--- config.mk ---
export PLATFORM = sky130hd
export DESIGN_NAME = preamble_stuffing_bit_serializer_top
export DESIGN_NICKNAME = d
export VERILOG_FILES = /design/src/design/pbs_pkg.sv /design/src/design/pbs_expand.sv /design/src/design/preamble_stuffing_bit_serializer_top.sv
export SDC_FILE = /design/constraint.sdc
export NUM_CORES = 1
export LEC_CHECK = 0
export ABC_CLOCK_PERIOD_IN_PS = 8500
export CORE_AREA = 3 3 77 151
export CTS_CLUSTER_SIZE = 16
export DETAILED_ROUTE_END_ITERATION = 16
export DIE_AREA = 0 0 80 154
export DONT_BUFFER_PORTS = 1
export GPL_TIMING_DRIVEN = 0
export MAX_ROUTING_LAYER = met4
export PLACE_DENSITY = 0.64
export SETUP_SLACK_MARGIN = 0.5
export SLEW_MARGIN = 0
export SYNTH_ARGS = -nofsm -noshare
export SYNTH_HDL_FRONTEND = slang
export SYNTH_SLANG_ARGS = --single-unit
--- constraint.sdc ---
create_clock -name clk -period 8.5 [get_ports clk]
set_input_delay 0.85 -clock clk [delete_from_list [all_inputs] [get_ports clk]]
set_output_delay 0.85 -clock clk [all_outputs]
set_load 0.005 [all_outputs]
--- src/design/pbs_pkg.sv ---
// Shared types and defaults for the preamble / bit-stuffing serializer.
package pbs_pkg;

  localparam int PREAMBLE_PAIRS_DEFAULT = 8;
  localparam int CHAR_BITS_DEFAULT      = 8;
  localparam int CHAR_W                 = 8;

  // req_type codes
  localparam logic REQ_CHAR  = 1'b0;
  localparam logic REQ_START = 1'b1;

  typedef struct packed {
    logic              req_type;
    logic [CHAR_W-1:0] char_value;
  } req_item_t;

  typedef struct packed {
    logic coded_bit;
    logic stuffed;
    logic last_of_run;
  } res_item_t;

endpackage

--- src/design/pbs_expand.sv ---
// Expands one item into its full run of channel bits, first bit at index 0.
module pbs_expand import pbs_pkg::*; #(
  parameter int PREAMBLE_PAIRS = PREAMBLE_PAIRS_DEFAULT,
  parameter int CHAR_BITS      = CHAR_BITS_DEFAULT,
  // longest character run is CHAR_BITS data bits plus one pair per zero after a one
  parameter int MAX_BITS       = ((CHAR_BITS + 2 * ((CHAR_BITS + 1) / 2)) > 2 * PREAMBLE_PAIRS)
                                 ? (CHAR_BITS + 2 * ((CHAR_BITS + 1) / 2))
                                 : 2 * PREAMBLE_PAIRS,
  parameter int CNT_W          = $clog2(MAX_BITS + 1),
  parameter int IDX_W          = $clog2(MAX_BITS)
) (
  input  req_item_t           item,
  input  logic                last_one,
  output logic [MAX_BITS-1:0] bits,
  output logic [MAX_BITS-1:0] stf,
  output logic [CNT_W-1:0]    count,
  output logic                last_one_next
);

  always_comb begin
    logic [CNT_W-1:0] pos;
    logic [CNT_W-1:0] pos1;
    logic             prev;
    logic             b;
    bits          = '0;
    stf           = '0;
    pos           = '0;
    pos1          = '0;
    prev          = last_one;
    b             = 1'b0;
    last_one_next = last_one;
    if (item.req_type == REQ_START) begin
      for (int p = 0; p < PREAMBLE_PAIRS; p++) begin
        bits[2*p]   = 1'b1;
        stf[2*p]    = 1'b1;
        bits[2*p+1] = 1'b0;
        stf[2*p+1]  = 1'b1;
      end
      count = CNT_W'(2 * PREAMBLE_PAIRS);
    end else begin
      // MSB first; a 1-to-0 transition gets a stuffed 1,0 pair in front
      for (int i = CHAR_BITS - 1; i >= 0; i--) begin
        b = item.char_value[i];
        if (prev && !b) begin
          pos1               = pos + CNT_W'(1);
          bits[pos[IDX_W-1:0]]  = 1'b1;
          stf[pos[IDX_W-1:0]]   = 1'b1;
          bits[pos1[IDX_W-1:0]] = 1'b0;
          stf[pos1[IDX_W-1:0]]  = 1'b1;
          pos                = pos + CNT_W'(2);
        end
        bits[pos[IDX_W-1:0]] = b;
        stf[pos[IDX_W-1:0]]  = 1'b0;
        pos                  = pos + CNT_W'(1);
        prev                 = b;
      end
      count         = pos;
      last_one_next = prev;
    end
  end

endmodule

--- src/design/preamble_stuffing_bit_serializer_top.sv ---
// Top level of the preamble / bit-stuffing serializer.
// Each request item turns into a run of channel bits, one result item per bit, one bit per
// cycle while res_ready is high. A start item gives 2*PREAMBLE_PAIRS preamble bits (1,0
// pairs, all marked stuffed); a character item gives its low CHAR_BITS bits MSB first, with
// a stuffed 1,0 pair in front of every data 0 that follows a data 1, so a character gives
// CHAR_BITS bits plus two per stuffed pair (8 to 16 at the defaults; at most
// 2*CHAR_BITS+1 for an odd CHAR_BITS) and a start item 2*PREAMBLE_PAIRS (16). The
// output shift register sets the bit rate: the next item waits in a holding register, is
// expanded in one pass and loaded in the cycle the last bit of the current run leaves, so
// runs follow each other with no gap. last_of_run flags the final bit of each run. The
// remembered last data bit survives across characters and messages; the preamble leaves it
// alone. Reset clears it to 0.
module preamble_stuffing_bit_serializer_top import pbs_pkg::*; #(
  parameter int PREAMBLE_PAIRS = PREAMBLE_PAIRS_DEFAULT,
  parameter int CHAR_BITS      = CHAR_BITS_DEFAULT
) (
  input  logic      clk,
  input  logic      rst,
  input  logic      req_valid,
  output logic      req_ready,
  input  req_item_t req,
  output logic      res_valid,
  input  logic      res_ready,
  output res_item_t res
);

  // longest character run: every data 0 preceded by a 1, including the remembered bit
  localparam int CHAR_MAX_BITS = CHAR_BITS + 2 * ((CHAR_BITS + 1) / 2);
  localparam int MAX_BITS = (CHAR_MAX_BITS > 2 * PREAMBLE_PAIRS) ? CHAR_MAX_BITS
                                                                 : 2 * PREAMBLE_PAIRS;
  localparam int CNT_W    = $clog2(MAX_BITS + 1);
  localparam int IDX_W    = $clog2(MAX_BITS);

  // holding register for the next item
  logic      hold_valid;
  req_item_t hold;

  // output shift register: bit 0 is on the port
  logic [MAX_BITS-1:0] bits_q;
  logic [MAX_BITS-1:0] stf_q;
  logic [CNT_W-1:0]    cnt;
  logic                last_one;

  logic [MAX_BITS-1:0] exp_bits;
  logic [MAX_BITS-1:0] exp_stf;
  logic [CNT_W-1:0]    exp_count;
  logic                exp_last_one;

  logic res_fire;
  logic req_fire;
  logic load;

  pbs_expand #(
    .PREAMBLE_PAIRS (PREAMBLE_PAIRS),
    .CHAR_BITS      (CHAR_BITS),
    .MAX_BITS       (MAX_BITS),
    .CNT_W          (CNT_W),
    .IDX_W          (IDX_W)
  ) u_expand (
    .item          (hold),
    .last_one      (last_one),
    .bits          (exp_bits),
    .stf           (exp_stf),
    .count         (exp_count),
    .last_one_next (exp_last_one)
  );

  assign res_valid       = (cnt != '0);
  assign res.coded_bit   = bits_q[0];
  assign res.stuffed     = stf_q[0];
  assign res.last_of_run = (cnt == CNT_W'(1));

  assign res_fire  = res_valid && res_ready;
  // shifter is free now, or frees up as its final bit leaves
  assign load      = hold_valid && ((cnt == '0) || (res_fire && res.last_of_run));
  assign req_ready = !hold_valid || load;
  assign req_fire  = req_valid && req_ready;

  always_ff @(posedge clk) begin
    if (rst) begin
      hold_valid <= 1'b0;
    end else if (req_fire) begin
      hold_valid <= 1'b1;
    end else if (load) begin
      hold_valid <= 1'b0;
    end
  end

  always_ff @(posedge clk) begin
    if (req_fire) begin
      hold <= req;
    end
  end

  always_ff @(posedge clk) begin
    if (rst) begin
      cnt      <= '0;
      last_one <= 1'b0;
    end else if (load) begin
      cnt      <= exp_count;
      last_one <= exp_last_one;
    end else if (res_fire) begin
      cnt      <= cnt - CNT_W'(1);
    end
  end

  always_ff @(posedge clk) begin
    if (load) begin
      bits_q <= exp_bits;
      stf_q  <= exp_stf;
    end else if (res_fire) begin
      bits_q <= bits_q >> 1;
      stf_q  <= stf_q >> 1;
    end
  end

  // a stuffed 1 is always followed by its stuffed 0 in the same run
  a_pair_complete: assert property (@(posedge clk) disable iff (rst)
    (res_fire && res.stuffed && res.coded_bit) |=> (res_valid && res.stuffed && !res.coded_bit))
    else $error("stuffed pair broken");

  // the shifter is reloaded only when empty or on the final bit of a run
  a_load_at_end: assert property (@(posedge clk) disable iff (rst)
    load |-> ((cnt == '0) || (res_fire && res.last_of_run)))
    else $error("shifter reloaded mid-run");

  // a waiting item is held until it moves into the shifter
  a_hold_kept: assert property (@(posedge clk) disable iff (rst)
    (hold_valid && !load) |=> (hold_valid && $stable(hold)))
    else $error("held item lost or changed");

endmodule

==> flow_metrics.py <==
metrics = {
    "final_layout": {
        "antennaDiodeCount": 0,
        "stdcell_area_sq_um": 4570,
        "area_growth_pct": 9.15,
        "drive_above_1_share_pct": 7.24,
        "nets": 536,
        "fillers": 1101,
    },
    "synthesis": {
        "syn_inst": 500,
        "synth.cell_area_sq_um": 4180,
        "ys_ff_latch": 48,
        "synth_edf_count": 41,
        "yosys-top-cells-count": "nand2_1, edfxtp_1, nor2_1",
        "ys_seq_area_share_pct": 32.8,
        "synth_top_area_share_pct": 29.4,
        "yosys.cell_count.top_type": "nand2_1",
        "ys_async_sr_fraction_pct": 0,
        "synth-main-ff-cell": "edfxtp_1",
        "ys_warn_count": 0,
        "synth_top_area_cell": "edfxtp_1",
        "yosysUniqueCellTypes": 77,
        "syn_avg_cell_area_sq_um": 8.37,
        "yosys-top-cells-area": "edfxtp_1, nand2_1, ha_1",
    },
    "hold_path": {
        "hp-start": "cnt[4]",
        "min_path_type": "reg -> reg",
    },
    "timing": {
        "rsz0062_at_grt": "no",
        "hold_viol": 0,
        "finalCritPeriodShare_pct": 84.6,
        "max_freq_ghz": 0.139,
        "setup_violations": 0,
        "relSlewSlack_pct": 26.0,
        "fin_worst_skew_ns": 0.00861,
        "fin_crit_ns": 7.19,
        "finalSetupTns_ns": 0,
        "drv_slew": 0,
        "worst_slew_pin_slew_ns": 1.10,
    },
    "global_route": {
        "grt_usage_pct": 27.2,
        "grt_pass1_wl_mm": 24.2,
        "grt_overflow": 0,
        "grt_max_degree": 35,
        "first_global_vias": 4127,
        "antenna_found_initial": 0,
    },
    "clock_tree": {
        "cts_tree": "built",
        "ctsHoldBuffers": 0,
        "clk_latency_ns": 0.30,
        "clk_pin_slew_ns": 0.07,
        "ctsResizeCount": 0,
        "htreeDepth": 2,
        "postCtsSetupRepairBufs": 0,
        "cts_buffer_depth": 2,
        "cts_root_buf": "clkbuf_16",
        "cts_buffers": 5,
        "cts_sinks": 48,
    },
    "power_and_ir_drop": {
        "p_leak_nw": 1.59,
        "p_per_area_nw_per_um2": 420,
        "total_power_mw": 1.92,
        "peakVddDrop_mv": 0.210,
    },
    "worst_setup_path": {
        "rrSetupSlack_ns": 1.31,
        "crit_family": "compound AO/OA/AOI/OAI gates",
        "max_stage_delay_ns": 0.51,
        "end_kind": "flip-flop",
        "critPathLaunch": "hold[6]",
        "start_kind": "flip-flop",
        "worstPathRequired_ns": 8.54,
        "timing.rr.start": "hold[6]",
        "path_class": "reg -> reg",
        "cp_num_buf_inv": 6,
        "cp.arrival_ns": 7.23,
        "path_max_fanout": 10,
        "crit_path_top_delay_cell": "nor4_1",
    },
    "floorplan": {
        "die_y_microns": 154,
        "floorplan.rows": 53,
        "start_util_pct": 39.4,
        "die_x_microns": 80,
        "dieArea_sq_um": 12300,
        "ios": 18,
        "core_sq_um": 10600,
    },
    "placed_design": {
        "port-buffer-count": 0,
        "gp_congestion": 1.00,
        "post_dp_cell_area_sq_um": 4360,
        "hpwl_mm": 12.6,
    },
    "routing": {
        "drt-initial-drc-count": 334,
        "route.detailed.drc": 0,
        "vias_per_cell": 6.32,
        "firstDrtPassIters": 5,
        "postRouteAntennaNets": 0,
        "routed_wl_mm": 15.7,
        "vias": 4095,
        "wl_per_cell_microns": 24.2,
    },
    "job": {
        "drv_cap": 0,
    },
    "status": {
        "outcome": "complete, no violations",
    },
}
==> state kept, by name, summed over array words and instances (netlist names) <==
register and count:
hold_valid 1, last_one 1, stf_q 16, bits_q 16, hold 9, cnt 5
==> power by group <==
part           switching [mW]  total [mW]  leakage, nW  internal [mW]
logic                   0.811        1.23         1.06          0.422
registers              0.0463       0.461        0.453          0.415
clock network          0.0951       0.223       0.0786          0.128
==> tightest hold or removal path: stages, from the launching register on <==
cell and delay [ns]:
dfxtp_1 0.32, o31ai_1 0.08, a221oi_1 0.08
==> placed cells by master (no fill, tap or decap), types with 7 or more instances in the layout <==
cell and count:
mux2i_1 7, a21oi_1 31, clkbuf_1 26, nand2b_1 9, edfxtp_1 41, xnor2_1 11, o211ai_1 10, a31oi_1 14
nand3_1 23, o21ai_0 28, nor2_1 40, inv_1 16, nor2b_1 9, nand2_1 45, o22a_1 8, dfxtp_1 7
ha_1 13, nor3_1 18
==> logic make-up (layout without fill, tap and decap cells) <==
kind of cell             Yosys count  after routing  share of synthesized area [%]
buffers and inverters             52             61                           5.02
AND/OR/NAND/NOR                  184            184                           21.9
flip-flops                        48             48                           32.8
multiplexers                       9              9                           2.21
AO/OA/AOI/OAI                    173            173                           29.5
other                              2              4                          0.179
adder cells (fa/ha/maj)           13             13                           3.89
XOR/XNOR                          19             19                           4.52
==> worst paths after layout <==
kind | to | depth (start not counted)
min reg2reg | cnt[4] | 2
max | bits_q[5] | 25
min | cnt[4] | 2
max reg2reg | bits_q[5] | 25
==> area by class of cell <==
class | count | area, sq um | area share (%)
clock inverters | 2 | 16.3 | 0.356
repair buffers | 1 | 27.5 | 0.603
inverters | 20 | 75.1 | 1.64
multi-input cells | 402 | 2620 | 57.4
flip-flops and latches | 48 | 1370 | 30.0
plain buffers | 32 | 135 | 2.96
well taps | 137 | 171 | 3.75
clock buffers | 6 | 150 | 3.29
==> metal layers <==
layer	track usage (%)	part of all wire (%)	vias to the layer above
met5	-	0	-
li1	-	-	1922
met4	19.9	8.9	0
met1	25.4	33	1939
met2	48.6	55	155
met3	3.46	3.4	79
==> through the flow <==
step,util [%],hold slack [ns],instances,setup slack (ns)
after global placement,41.1,0.488,639,0.835
after CTS,42.7,0.515,647,0.862
after detailed placement,41.1,0.499,639,0.952
after floorplan,-,0.460,502,2.82
after global routing,43.0,0.554,648,0.816
final,43.0,0.522,648,1.31
No activity file was read; power rests on OpenSTA's default activity.
